--- src/rtl/cpts_pkg.sv ---
`timescale 1ns / 1ps
// ----------------------------------------------------------------------------
// cpts_pkg: shared types and codes
// Operation, status and notify codes, payload structs and the
// controller-to-datapath command and status structs.
// ----------------------------------------------------------------------------
package cpts_pkg;

    localparam logic [2:0] OP_SUBMIT   = 3'd0;
    localparam logic [2:0] OP_TAKE     = 3'd1;
    localparam logic [2:0] OP_COMPLETE = 3'd2;
    localparam logic [2:0] OP_FAIL     = 3'd3;
    localparam logic [2:0] OP_CANCEL   = 3'd4;
    localparam logic [2:0] OP_CLOSE    = 3'd5;

    localparam logic [2:0] ST_OK       = 3'd0;
    localparam logic [2:0] ST_JOINED   = 3'd1;
    localparam logic [2:0] ST_REQUEUED = 3'd2;
    localparam logic [2:0] ST_EMPTY    = 3'd3;
    localparam logic [2:0] ST_CLOSED   = 3'd4;
    localparam logic [2:0] ST_WRONG    = 3'd5;
    localparam logic [2:0] ST_NOTFOUND = 3'd6;
    localparam logic [2:0] ST_FULL     = 3'd7;

    localparam logic [1:0] NF_NONE      = 2'd0;
    localparam logic [1:0] NF_COMPLETED = 2'd1;
    localparam logic [1:0] NF_FAILED    = 2'd2;

    localparam logic CFG_PRIO_DIR    = 1'b0;
    localparam logic CFG_RETRY_LIMIT = 1'b1;

    typedef struct packed {
        logic [2:0]  op;
        logic [15:0] task_id;
        logic [7:0]  priority_req;
        logic        retryable;
    } t_in_item;

    typedef struct packed {
        logic [2:0]  status;
        logic [15:0] out_id;
        logic [7:0]  out_priority;
        logic [1:0]  out_retries;
        logic [1:0]  notify;
    } t_out_item;

    // Controller to datapath.
    typedef struct packed {
        logic clear_scan;   // restart the scan at slot zero
        logic step_scan;    // examine the current slot
        logic commit;       // apply the operation and emit the result
    } t_dp_cmd;

    // Datapath to controller.
    typedef struct packed {
        logic scan_last;    // the current slot is the last one
    } t_dp_sts;

endpackage

--- src/rtl/coalescing_priority_transfer_scheduler.sv ---
`timescale 1ns / 1ps
// ----------------------------------------------------------------------------
// coalescing_priority_transfer_scheduler: priority transfer slot table
// Coalesces submits by id, serves queued transfers by priority and arrival
// order, and handles complete, fail with retry, cancel and close.
// ----------------------------------------------------------------------------
// Channel  | Ports                          | Transfer
// command  | start, busy, i_cmd             | accepted when start && !busy
// result   | o_done, o_res                  | one-cycle strobe, cannot stall
// config   | i_cfg_we, i_cfg_idx, i_cfg_data| written when i_cfg_we is high
//
// Each transaction runs a slot scan that examines one slot per cycle, then the
// commit state registers the result.
// busy stays high until the cycle before the strobe; a new transaction may
// be accepted in the cycle the result is shown.
// Reset clears all valid bits at once; there is no clearing pass.
// ----------------------------------------------------------------------------
module coalescing_priority_transfer_scheduler #(
    parameter int SLOTS      = 16,
    parameter int ORDER_BITS = 32
) (
    input  logic                 i_clk,
    input  logic                 i_rst_n,
    input  logic                 start,
    output logic                 busy,
    input  cpts_pkg::t_in_item   i_cmd,
    output logic                 o_done,
    output cpts_pkg::t_out_item  o_res,
    input  logic                 i_cfg_we,
    input  logic                 i_cfg_idx,
    input  logic [1:0]           i_cfg_data
);

    cpts_pkg::t_dp_cmd dp_cmd;
    cpts_pkg::t_dp_sts dp_sts;
    logic load;
    logic r_larger_first;
    logic [1:0] r_retry_limit;

    // Configuration registers.
    always_ff @(posedge i_clk) begin
        if (!i_rst_n) begin
            r_larger_first <= 1'b1;
            r_retry_limit  <= 2'd2;
        end else if (i_cfg_we) begin
            if (i_cfg_idx == cpts_pkg::CFG_PRIO_DIR) begin
                r_larger_first <= i_cfg_data[0];
            end else begin
                r_retry_limit <= i_cfg_data;
            end
        end
    end

    cpts_ctrl u_ctrl (
        .i_clk   (i_clk),
        .i_rst_n (i_rst_n),
        .i_start (start),
        .i_sts   (dp_sts),
        .o_busy  (busy),
        .o_load  (load),
        .o_cmd   (dp_cmd)
    );

    cpts_dp #(.SLOTS(SLOTS), .ORDER_BITS(ORDER_BITS)) u_dp (
        .i_clk          (i_clk),
        .i_rst_n        (i_rst_n),
        .i_load         (load),
        .i_item         (i_cmd),
        .i_cmd          (dp_cmd),
        .i_larger_first (r_larger_first),
        .i_retry_limit  (r_retry_limit),
        .o_sts          (dp_sts),
        .o_done         (o_done),
        .o_res          (o_res)
    );

endmodule

--- src/rtl/cpts_ctrl.sv ---
`timescale 1ns / 1ps
// ----------------------------------------------------------------------------
// cpts_ctrl: sequencer
// Accepts a transaction, walks the datapath over every slot, then commits.
// ----------------------------------------------------------------------------
module cpts_ctrl (
    input  logic               i_clk,
    input  logic               i_rst_n,
    input  logic               i_start,
    input  cpts_pkg::t_dp_sts  i_sts,
    output logic               o_busy,
    output logic               o_load,
    output cpts_pkg::t_dp_cmd  o_cmd
);

    localparam logic [1:0] S_IDLE   = 2'd0;
    localparam logic [1:0] S_SCAN   = 2'd1;
    localparam logic [1:0] S_COMMIT = 2'd2;

    logic [1:0] r_state, n_state;

    // State register.
    always_ff @(posedge i_clk) begin
        if (!i_rst_n) begin
            r_state <= S_IDLE;
        end else begin
            r_state <= n_state;
        end
    end

    // Next state and commands.
    always_comb begin
        n_state = r_state;
        o_cmd   = '0;
        o_load  = 1'b0;
        case (r_state)
            S_IDLE: begin
                if (i_start) begin
                    o_load           = 1'b1;
                    o_cmd.clear_scan = 1'b1;
                    n_state          = S_SCAN;
                end
            end
            S_SCAN: begin
                o_cmd.step_scan = 1'b1;
                if (i_sts.scan_last) begin
                    n_state = S_COMMIT;
                end
            end
            S_COMMIT: begin
                o_cmd.commit = 1'b1;
                n_state      = S_IDLE;
            end
            default: n_state = S_IDLE;
        endcase
    end

    assign o_busy = (r_state != S_IDLE);

endmodule

--- src/rtl/cpts_dp.sv ---
`timescale 1ns / 1ps
// ----------------------------------------------------------------------------
// cpts_dp: slot table and scan datapath
// Holds the slots, scans them one per cycle for id match, first free slot
// and best queued slot, and applies the operation at commit.
// ----------------------------------------------------------------------------
module cpts_dp #(
    parameter int SLOTS      = 16,
    parameter int ORDER_BITS = 32
) (
    input  logic                 i_clk,
    input  logic                 i_rst_n,
    input  logic                 i_load,
    input  cpts_pkg::t_in_item   i_item,
    input  cpts_pkg::t_dp_cmd    i_cmd,
    input  logic                 i_larger_first,
    input  logic [1:0]           i_retry_limit,
    output cpts_pkg::t_dp_sts    o_sts,
    output logic                 o_done,
    output cpts_pkg::t_out_item  o_res
);

    localparam int IW = (SLOTS > 1) ? $clog2(SLOTS) : 1;
    localparam logic [IW-1:0] LAST = IW'(SLOTS - 1);

    logic                  r_valid [SLOTS];
    logic [15:0]           r_id    [SLOTS];
    logic [7:0]            r_prio  [SLOTS];
    logic [ORDER_BITS-1:0] r_order [SLOTS];
    logic                  r_run   [SLOTS];
    logic [1:0]            r_retr  [SLOTS];
    logic [ORDER_BITS-1:0] r_next_order;
    logic                  r_shut;

    cpts_pkg::t_in_item r_item;
    logic [IW-1:0]      r_idx;
    logic               r_hit, r_free_ok, r_best_ok;
    logic [IW-1:0]      r_hit_idx, r_free_idx, r_best_idx;
    logic [7:0]         r_best_prio;
    logic [ORDER_BITS-1:0] r_best_order;
    cpts_pkg::t_out_item r_res;
    logic                r_done;

    // Comparison of the current slot against the best so far.
    logic better;
    always_comb begin
        if (r_prio[r_idx] != r_best_prio) begin
            better = i_larger_first ? (r_prio[r_idx] > r_best_prio)
                                    : (r_prio[r_idx] < r_best_prio);
        end else begin
            better = r_order[r_idx] < r_best_order;
        end
    end

    assign o_sts.scan_last = (r_idx == LAST);

    // Scan registers.
    always_ff @(posedge i_clk) begin
        if (i_load) begin
            r_item <= i_item;
        end
        if (i_cmd.clear_scan) begin
            r_idx     <= '0;
            r_hit     <= 1'b0;
            r_free_ok <= 1'b0;
            r_best_ok <= 1'b0;
        end else if (i_cmd.step_scan) begin
            if (r_idx != LAST) begin
                r_idx <= r_idx + 1'b1;
            end
            if (r_valid[r_idx] && r_id[r_idx] == r_item.task_id && !r_hit) begin
                r_hit     <= 1'b1;
                r_hit_idx <= r_idx;
            end
            if (!r_valid[r_idx] && !r_free_ok) begin
                r_free_ok  <= 1'b1;
                r_free_idx <= r_idx;
            end
            if (r_valid[r_idx] && !r_run[r_idx] && (!r_best_ok || better)) begin
                r_best_ok    <= 1'b1;
                r_best_idx   <= r_idx;
                r_best_prio  <= r_prio[r_idx];
                r_best_order <= r_order[r_idx];
            end
        end
    end

    // Commit: decide the result and the table update.
    cpts_pkg::t_out_item n_res;
    logic          wr_en, wr_valid, wr_run, wr_new, set_shut;
    logic [IW-1:0] wr_idx;
    logic [1:0]    wr_retr;
    always_comb begin
        n_res    = '0;
        wr_en    = 1'b0;
        wr_valid = 1'b0;
        wr_run   = 1'b0;
        wr_new   = 1'b0;
        wr_idx   = r_hit_idx;
        wr_retr  = r_retr[r_hit_idx];
        set_shut = 1'b0;
        case (r_item.op)
            cpts_pkg::OP_SUBMIT: begin
                if (r_shut) begin
                    n_res.status = cpts_pkg::ST_CLOSED;
                    n_res.out_id = r_item.task_id;
                end else if (r_hit) begin
                    n_res = {cpts_pkg::ST_JOINED, r_id[r_hit_idx], r_prio[r_hit_idx],
                             r_retr[r_hit_idx], cpts_pkg::NF_NONE};
                end else if (!r_free_ok) begin
                    n_res.status = cpts_pkg::ST_FULL;
                    n_res.out_id = r_item.task_id;
                end else begin
                    n_res = {cpts_pkg::ST_OK, r_item.task_id, r_item.priority_req,
                             2'd0, cpts_pkg::NF_NONE};
                    wr_en = 1'b1; wr_new = 1'b1; wr_valid = 1'b1;
                    wr_idx = r_free_idx; wr_retr = 2'd0;
                end
            end
            cpts_pkg::OP_TAKE: begin
                if (!r_best_ok) begin
                    n_res.status = cpts_pkg::ST_EMPTY;
                end else begin
                    n_res = {cpts_pkg::ST_OK, r_id[r_best_idx], r_prio[r_best_idx],
                             r_retr[r_best_idx], cpts_pkg::NF_NONE};
                    wr_en = 1'b1; wr_valid = 1'b1; wr_run = 1'b1;
                    wr_idx = r_best_idx; wr_retr = r_retr[r_best_idx];
                end
            end
            cpts_pkg::OP_COMPLETE, cpts_pkg::OP_FAIL, cpts_pkg::OP_CANCEL: begin
                n_res = {cpts_pkg::ST_OK, r_id[r_hit_idx], r_prio[r_hit_idx],
                         r_retr[r_hit_idx], cpts_pkg::NF_NONE};
                if (!r_hit) begin
                    n_res = '0;
                    n_res.status = cpts_pkg::ST_NOTFOUND;
                    n_res.out_id = r_item.task_id;
                end else if ((r_item.op == cpts_pkg::OP_CANCEL) == r_run[r_hit_idx]) begin
                    n_res.status = cpts_pkg::ST_WRONG;
                end else if (r_item.op == cpts_pkg::OP_CANCEL) begin
                    wr_en = 1'b1;
                end else if (r_item.op == cpts_pkg::OP_COMPLETE) begin
                    n_res.notify = cpts_pkg::NF_COMPLETED;
                    wr_en = 1'b1;
                end else if (r_item.retryable && r_retr[r_hit_idx] < i_retry_limit) begin
                    n_res.status      = cpts_pkg::ST_REQUEUED;
                    n_res.out_retries = r_retr[r_hit_idx] + 2'd1;
                    wr_en = 1'b1; wr_valid = 1'b1; wr_retr = r_retr[r_hit_idx] + 2'd1;
                end else begin
                    n_res.notify = cpts_pkg::NF_FAILED;
                    wr_en = 1'b1;
                end
            end
            cpts_pkg::OP_CLOSE: begin
                set_shut = 1'b1;
            end
            default: n_res.status = cpts_pkg::ST_WRONG;
        endcase
    end

    // Slot table with cleared valid bits and global state.
    always_ff @(posedge i_clk) begin
        if (!i_rst_n) begin
            for (int k = 0; k < SLOTS; k++) begin
                r_valid[k] <= 1'b0;
            end
            r_next_order <= '0;
            r_shut       <= 1'b0;
            r_done       <= 1'b0;
        end else begin
            r_done <= i_cmd.commit;
            if (i_cmd.commit) begin
                if (set_shut) begin
                    r_shut <= 1'b1;
                end
                if (wr_en) begin
                    r_valid[wr_idx] <= wr_valid;
                    if (wr_new) begin
                        r_next_order <= r_next_order + 1'b1;
                    end
                end
            end
        end
    end

    // Slot payload, written only at commit.
    always_ff @(posedge i_clk) begin
        if (i_cmd.commit) begin
            r_res <= n_res;
            if (wr_en) begin
                r_run[wr_idx]  <= wr_run;
                r_retr[wr_idx] <= wr_retr;
                if (wr_new) begin
                    r_id[wr_idx]    <= r_item.task_id;
                    r_prio[wr_idx]  <= r_item.priority_req;
                    r_order[wr_idx] <= r_next_order;
                end
            end
        end
    end

    assign o_done = r_done;
    assign o_res  = r_res;

endmodule

--- config.mk ---
export PLATFORM = sky130hd
export DESIGN_NAME = coalescing_priority_transfer_scheduler
export DESIGN_NICKNAME = d
export VERILOG_FILES = /design/src/rtl/cpts_pkg.sv /design/src/rtl/coalescing_priority_transfer_scheduler.sv /design/src/rtl/cpts_ctrl.sv /design/src/rtl/cpts_dp.sv
export SDC_FILE = /design/constraint.sdc
export NUM_CORES = 1
export LEC_CHECK = 0
export BUFFER_PORTS_ARGS = -buffer_cell sky130_fd_sc_hd__buf_4
export CAP_MARGIN = 20
export CORE_ASPECT_RATIO = 0.7
export CORE_UTILIZATION = 49
export DETAILED_ROUTE_END_ITERATION = 12
export PLACE_DENSITY = 0.71
export SLEW_MARGIN = 20
export SYNTH_ARGS = -nofsm -noshare
export SYNTH_HDL_FRONTEND = slang
export SYNTH_SLANG_ARGS = --single-unit
--- constraint.sdc ---
create_clock -name i_clk -period 7.4 [get_ports i_clk]
set_input_delay 1.48 -clock i_clk [delete_from_list [all_inputs] [get_ports i_clk]]
set_output_delay 1.48 -clock i_clk [all_outputs]
set_load 0.02 [all_outputs]
==> summary.txt, run 1 <==
Outcome
  – Status: completed

Routing
  – Routed Antenna Nets: 0
  – DR pass1 iterations: 6
  – DRC errors left: 0
  – Average wire per standard cell: 31.64 um
  – Iter 0 DRT Violations: 3,994
  – Total number of vias: 27,610
  – Vias per cell: 6.746
  – DRT Wirelength: 129,500 um

Logic synthesis
  – Area of the mapped netlist: 50,680 um^2
  – Yosys cell types: 75
  – Yosys top cell by area: edfxtp_1
  – Syn_area_per_cell: 19.57 um^2
  – Post-Syn Instances: 2,589
  – Seq/Total Area, Yosys: 65.44%
  – Area share of the largest cell type after synthesis: 62.51%
  – Asr flop ratio synth: 0%
  – Most used DFF post-synth: edfxtp_1
  – Register bit total from synthesis: 1,129
  – Largest cells by area after synthesis: edfxtp_1 (63%), mux4_2 (23%), dfxtp_1 (2.9%)
  – Synthesized Nets: 2,666
  – Yosys warns: 0
  – Post-synth EDFFs: 1,055

Clock network
  – CTS Buf Count: 103
  – Clock Latency Late Sink: 0.73 ns
  – Sink Count: 1,129
  – Clock slew at reported path FFs: 0.07 ns
  – Clock root buffer: clkbuf_16
  – Max clock buf depth: 3
  – CTS tree: done
  – H-tree Lvls: 3
  – Hold buffer count at CTS: 0
  – Setup bufs post-CTS: 0
  – Post-CTS Resized: 0

Placement
  – DP HPWL: 73,530 um
  – RD Place Congestion: 0.8948
  – Pre-CTS WS: 1.262 ns
  – I/O Buffers: 67

Timing
  – Slew Viols, Final: 0
  – Clock skew: 0.03407 ns
  – Final min period: 6.051 ns
  – Rel. slew slack: 24.88%
  – Slack of the critical path: 1.349 ns
  – Worst slew pin tran: 1.127 ns
  – RSZ-0062 raised after global routing: false
  – Max Clk Rate: 165.3 MHz
  – Final Hold Fails: 0
  – Setup violators final: 0
  – Min Hold Slack: 0.4638 ns
  – TNS Setup: 0 ns
  – Tcrit/Tclk final: 81.78%

Final layout
  – Ant diodes: 0
  – Fin nets: 2,730
  – Number of fill cells: 7,552
  – Most frequent cells in the layout: edfxtp_1 (1,055), mux4_2 (513), nand2_1 (121)
  – Area Growth Syn to Fin: 11.26%
  – Multi-input logic area: 16,720 um^2
  – Most common cell after layout, fill and taps aside: edfxtp_1
  – Seq. cell area: 33,200 um^2
  – Layout cells sized above 1: 32.34%

Global route
  – GRT met1 Usage: 36.85%
  – GRT Util Overall: 24.91%
  – Pin count of the biggest net entering global routing: 69
  – Initial antenna violation count: 4
  – Busiest grt layer: met1
  – Vias in the first global route: 27,570
  – GR Overflow Total: 0
  – First-pass GRT wire length: 187,600 um
  – GR Util met2: 35.66%
  – Met3 usage: 7.695%

Critical path
  – Critical Path RT: 7.73 ns
  – Worst Setup Start Kind: flop
  – Most used cell along the critical path: mux4_2
  – CP cell instances: buf_4 -> mux4_2 -> mux4_2 -> ha_1 -> a2111oi_0 -> nand2b_1 -> o21ai_0 -> a31oi_1 -> xor2_1 -> o221ai_1 -> nand2_1 -> inv_2
  – Crit. End Element: flop
  – Largest fanout on the critical path: 44
  – CP max stage delay: 0.93 ns
  – Arrival time at the worst endpoint: 6.38 ns
  – CP Class: reg -> reg
  – CP max stage cell: dfxtp_4

Die
  – I/O Pins: 68
  – Core area: 102,300 um^2
  – DIE AREA: 104,700 um^2
  – Initial core utilization: 49.56%
  – Rows: 98
  – Die Ht: 271.1 um
  – Die width: 386.4 um

Hold path
  – Hold Crit Class: reg -> reg

Flow run
  – Number of max-capacitance violations reported: 0

Power
  – Leak Pwr: 16.95 nW
  – Total power: 13.55 mW
  – Peak supply drop: 0.1858 mV
  – PwrDens: 240.4 nW/um^2
-- cell usage after synthesis, types with 4 or more instances --
library cell  count
a21boi_0         10
a21o_1           11
a21oi_1          24
a222oi_1          4
a22oi_1          32
a31oi_1           6
and2_1           24
and3_1            5
buf_1            26
buf_2            34
buf_4             9
buf_6             6
clkbuf_1         88
dfxtp_1          74
edfxtp_1       1055
ha_1             42
inv_1            60
mux2_2           28
mux2_4            8
mux2i_1          51
mux4_2          513
nand2_1         121
nand2b_1         15
nand3_1          20
nand3b_1          4
nand4_1          18
nand4_2           4
nor2_1           77
nor2b_1          18
nor3_1            8
nor4_1            4
o211ai_1         17
o21a_1            9
o21ai_0          30
o221ai_1          4
o22ai_1          20
or3_1            13
xnor2_1          31
xor2_1           16
-- through the flow --
step / instance area, um^2 / util (%) / cells
3_5_place_dp: 52990 / 51.82 / 3898
2_1_floorplan: 50680 / - / 2589
5_1_grt: 56390 / 55.14 / 4093
3_3_place_gp: 52930 / 51.76 / 3896
6_report: 56390 / 55.14 / 4093
4_1_cts: 56370 / 55.13 / 4093
-- critical path, delay by kind of cell (launching register included) --
kind | cells | cell delay [ns]
buffers and inverters | 2 | 1.44
AO/OA/AOI/OAI | 4 | 1.26
multiplexers | 2 | 1.17
flip-flops | 1 | 0.93
AND/OR/NAND/NOR | 2 | 0.35
adder cells (fa/ha/maj) | 1 | 0.24
XOR/XNOR | 1 | 0.19
-- layout make-up --
class | count | area share (%)
clock buffer | 129 | 4.835
multi-input combinational | 1235 | 29.65
tap | 1350 | 2.996
sequential | 1129 | 58.88
inverter | 61 | 0.4061
timing repair buffer | 123 | 2.064
clock inverter | 66 | 1.167
-- where the power goes --
group / internal [mW] / total, mW / switching [mW]
Combinational: 0.551 / 1.10 / 0.548
Clock: 2.93 / 5.36 / 2.43
Sequential: 6.96 / 7.10 / 0.138
-- registers in the layout (all words and copies together), names as in the netlist, 28 cells and up, named ones only --
signal,cells
u_dp.o_res,31
u_dp.r_best_order,32
u_dp.r_id,256
u_dp.r_item,28
u_dp.r_next_order,32
u_dp.r_order,512
u_dp.r_prio,128
u_dp.r_retr,32
-- routing by layer --
layer | wire length (um) | share of wire, %
met5 | 8 | 0.0062
met4 | 3560 | 2.7
met3 | 16350 | 13
met2 | 57540 | 44
met1 | 52040 | 40
-- kinds of logic (layout without fill, tap and decap cells) --
kind of cell	Yosys count	after routing	share of synthesized area [%]
flip-flops	1129	1129	65.44
multiplexers	601	601	24.69
AND/OR/NAND/NOR	353	353	3.479
buffers and inverters	225	379	1.928
AO/OA/AOI/OAI	192	192	2.622
XOR/XNOR	47	47	0.8123
adder cells (fa/ha/maj)	42	42	1.037
-- worst paths after layout --
path / start / cells past startpoint / end / slack [ns]
hold reg to reg: u_dp.r_valid[8] / 2 / u_dp.r_valid[8] / 0.46
hold / removal: u_dp.r_valid[8] / 2 / u_dp.r_valid[8] / 0.46
setup / recovery: flop / 12 / u_dp.r_best_order[25] / 1.35
setup reg to reg: flop / 12 / u_dp.r_best_order[25] / 1.35
(Power assumes the default switching activity.)
==> inputs of run 2 (changes only) <==
Clock period 7.4 ns to 6.27 ns, I/O delays scaled along.
==> summary.txt, run 2 (synthesis gave the netlist of run 1 again) <==
Outcome
  – Status: completed

Global route
  – GRT Util Overall: 25.27% (+0.36 points)
  – Initial antenna violation count: 3 (-1)
  – Pin count of the biggest net entering global routing: 91 (+32%)
  – GR Overflow Total: 0 (unchanged)
  – First-pass GRT wire length: 190,700 um (+1.6%)
  – Vias in the first global route: 27,720 (+0.55%)

Routing
  – Routed wl met3: 16,650 um (+1.8%)
  – Met1 WL: 53,030 um (+1.9%)
  – DRC errors left: 0 (unchanged)
  – Routed Antenna Nets: 0 (unchanged)
  – Vias per cell: 6.719 (-0.40%)
  – Total number of vias: 27,670 (+0.23%)
  – Metal2 WL: 58,190 um (+1.1%)
  – DR pass1 iterations: 6 (unchanged)
  – Iter 0 DRT Violations: 3,772 (-5.6%)
  – Highest metal used: met5
  – Average wire per standard cell: 31.85 um (+0.66%)
  – DRT Wirelength: 131,200 um (+1.3%)

Critical path
  – Crit. End Element: flop
  – CP max stage delay: 0.97 ns (+0.04 ns)
  – Worst Setup Start Kind: flop
  – Arrival time at the worst endpoint: 5.86 ns (-0.52 ns)
  – Delay-heaviest family, CP: multiplexers
  – Largest fanout on the critical path: 43 (-2.3%)
  – Critical Path RT: 6.66 ns (-1.07 ns)
  – CP Class: reg -> reg
  – CP cell instances: buf_4 -> mux4_2 -> mux4_2 -> ha_1 -> or3_1 -> a221oi_1 -> o221ai_1 -> o221ai_1 -> nand2_1 -> inv_2 -> buf_12
  – R2r setup slk: 0.80 ns (-0.55 ns)
  – CP Buf/Inv Count: 3 (+1)
  – CP max stage cell: dfxtp_4

Final layout
  – Design Area, Final: 56,660 um^2 (+0.48%)
  – Largest register FFs: 512 (unchanged)
  – Area Growth Syn to Fin: 11.79%
  – Largest regs: u_dp.r_order (512), u_dp.r_id (256), u_dp.r_prio (128)
  – Fin nets: 2,754 (+0.88%)
  – Most frequent cells in the layout: edfxtp_1 (1,055), mux4_2 (513), buf_4 (131)
  – Layout cells sized above 1: 32.67% (+0.33 points)
  – Number of fill cells: 7,641 (+1.2%)
  – Most common cell after layout, fill and taps aside: edfxtp_1
  – Largest register by flop count: u_dp.r_order

Die
  – Rows: 98 (unchanged)
  – Initial core utilization: 49.56% (unchanged)
  – I/O Pins: 68 (unchanged)
  – Die width: 386.4 um (unchanged)
  – DIE AREA: 104,700 um^2 (unchanged)
  – Die Ht: 271.1 um (unchanged)
  – Core area: 102,300 um^2 (unchanged)

Timing
  – Final min period: 5.473 ns (-0.5782 ns)
  – Max Clk Rate: 182.7 MHz (+11%)
  – Min Hold Slack: 0.4602 ns (-0.003535 ns)
  – Final Hold Fails: 0 (unchanged)
  – Tcrit/Tclk final: 87.29% (+5.5 points)
  – RSZ-0062 raised after global routing: false
  – Slew Viols, Final: 0 (unchanged)
  – Worst slew pin tran: 1.149 ns (+0.02234 ns)
  – Rel. slew slack: 23.21% (-1.7 points)
  – Setup violators final: 0 (unchanged)
  – Clock skew: 0.03223 ns (-0.001841 ns)
  – TNS Setup: 0 ns (unchanged)
  – Slack of the critical path: 0.7968 ns (-0.5518 ns)

Clock network
  – Clock slew at reported path FFs: 0.07 ns (about the same)
  – Clock root buffer: clkbuf_16
  – Max clock buf depth: 3 (unchanged)
  – H-tree Lvls: 3 (unchanged)
  – Sink Count: 1,129 (unchanged)
  – Post-CTS Resized: 0 (unchanged)
  – CTS Buf Count: 104 (+0.97%)
  – Clock Latency Late Sink: 0.72 ns (about the same)
  – CTS tree: done
  – Setup bufs post-CTS: 0 (unchanged)
  – Hold buffer count at CTS: 0 (unchanged)

Placement
  – I/O Buffers: 67 (unchanged)
  – DP HPWL: 74,350 um (+1.1%)
  – RD Place Congestion: 0.8468 (-5.4%)
  – Pre-CTS WS: 0.8147 ns (-0.4471 ns)
  – Post-DP Area: 53,070 um^2 (+0.15%)

Power
  – PwrDens: 286.6 nW/um^2 (+19%)
  – Switching portion of total power: 22.69% (-0.32 points)
  – Leak Pwr: 17.15 nW (+1.2%)
  – Logic pwr share: 8.3% (+0.2 points)
  – Peak supply drop: 0.2742 mV (+48%)
  – Internal power: 12.56 mW (+20%)
  – Clock power frac: 40.2% (+0.7 points)
  – Net Sw Power: 3.684 mW (+18%)
  – Flop pwr share: 51.6% (-0.8 points)

Hold path
  – Hold Crit Class: reg -> reg
  – Hold_sp: u_dp.r_valid[8]

Flow run
  – Number of max-capacitance violations reported: 0 (unchanged)
run 2: tightest hold or removal path, delay by kind of cell (launching register included):
kind	cells	cell delay, ns
and+or+nand+nor	1	0.05
DFF	1	0.31
AOI/OAI and AO/OA	1	0.05
run 2: worst paths after layout:
check / to / cells after the start
max reg2reg: u_dp.r_best_prio[1] / 11
min reg2reg: u_dp.r_valid[8] / 2
min: u_dp.r_valid[8] / 2
max: u_dp.r_best_prio[1] / 11
run 2: power by group through the flow:
stage	Combinational, mW	Sequential (mW)	Clock (mW)
after global routing	1.43	8.38	6.88
after floorplan	1.07	8.42	0
final	1.34	8.37	6.52
after global placement	1.31	8.53	0
after CTS	1.33	8.37	6.61
after detailed placement	1.33	8.53	0
run 2: cell type report:
type	instances	area [um^2]	area share (%)
sequential	1129	33200	58.60
clock buffer	150	2988	5.274
clock inverter	46	554.3	0.9783
antenna	2	5.005	0.008834
multi-input combinational	1235	16710	29.50
inverter	61	229.0	0.4041
tap	1350	1689	2.981
timing repair buffer	146	1276	2.253
run 2: metrics by stage:
step | std cells | power (mW) | util (%)
after floorplan | 2589 | 9.480 | -
after global placement | 3919 | 9.838 | 51.90
after detailed placement | 3919 | 9.860 | 51.90
after CTS | 4115 | 16.31 | 55.36
after global routing | 4117 | 16.69 | 55.40
final | 4119 | 16.24 | 55.40
run 2: layer usage:
metal | up-vias | global-route usage (%)
li1 | 11070 | -
met1 | 14640 | 37.66
met2 | 1703 | 35.55
met3 | 253 | 8.600
met4 | 4 | 6.786
met5 | - | 0
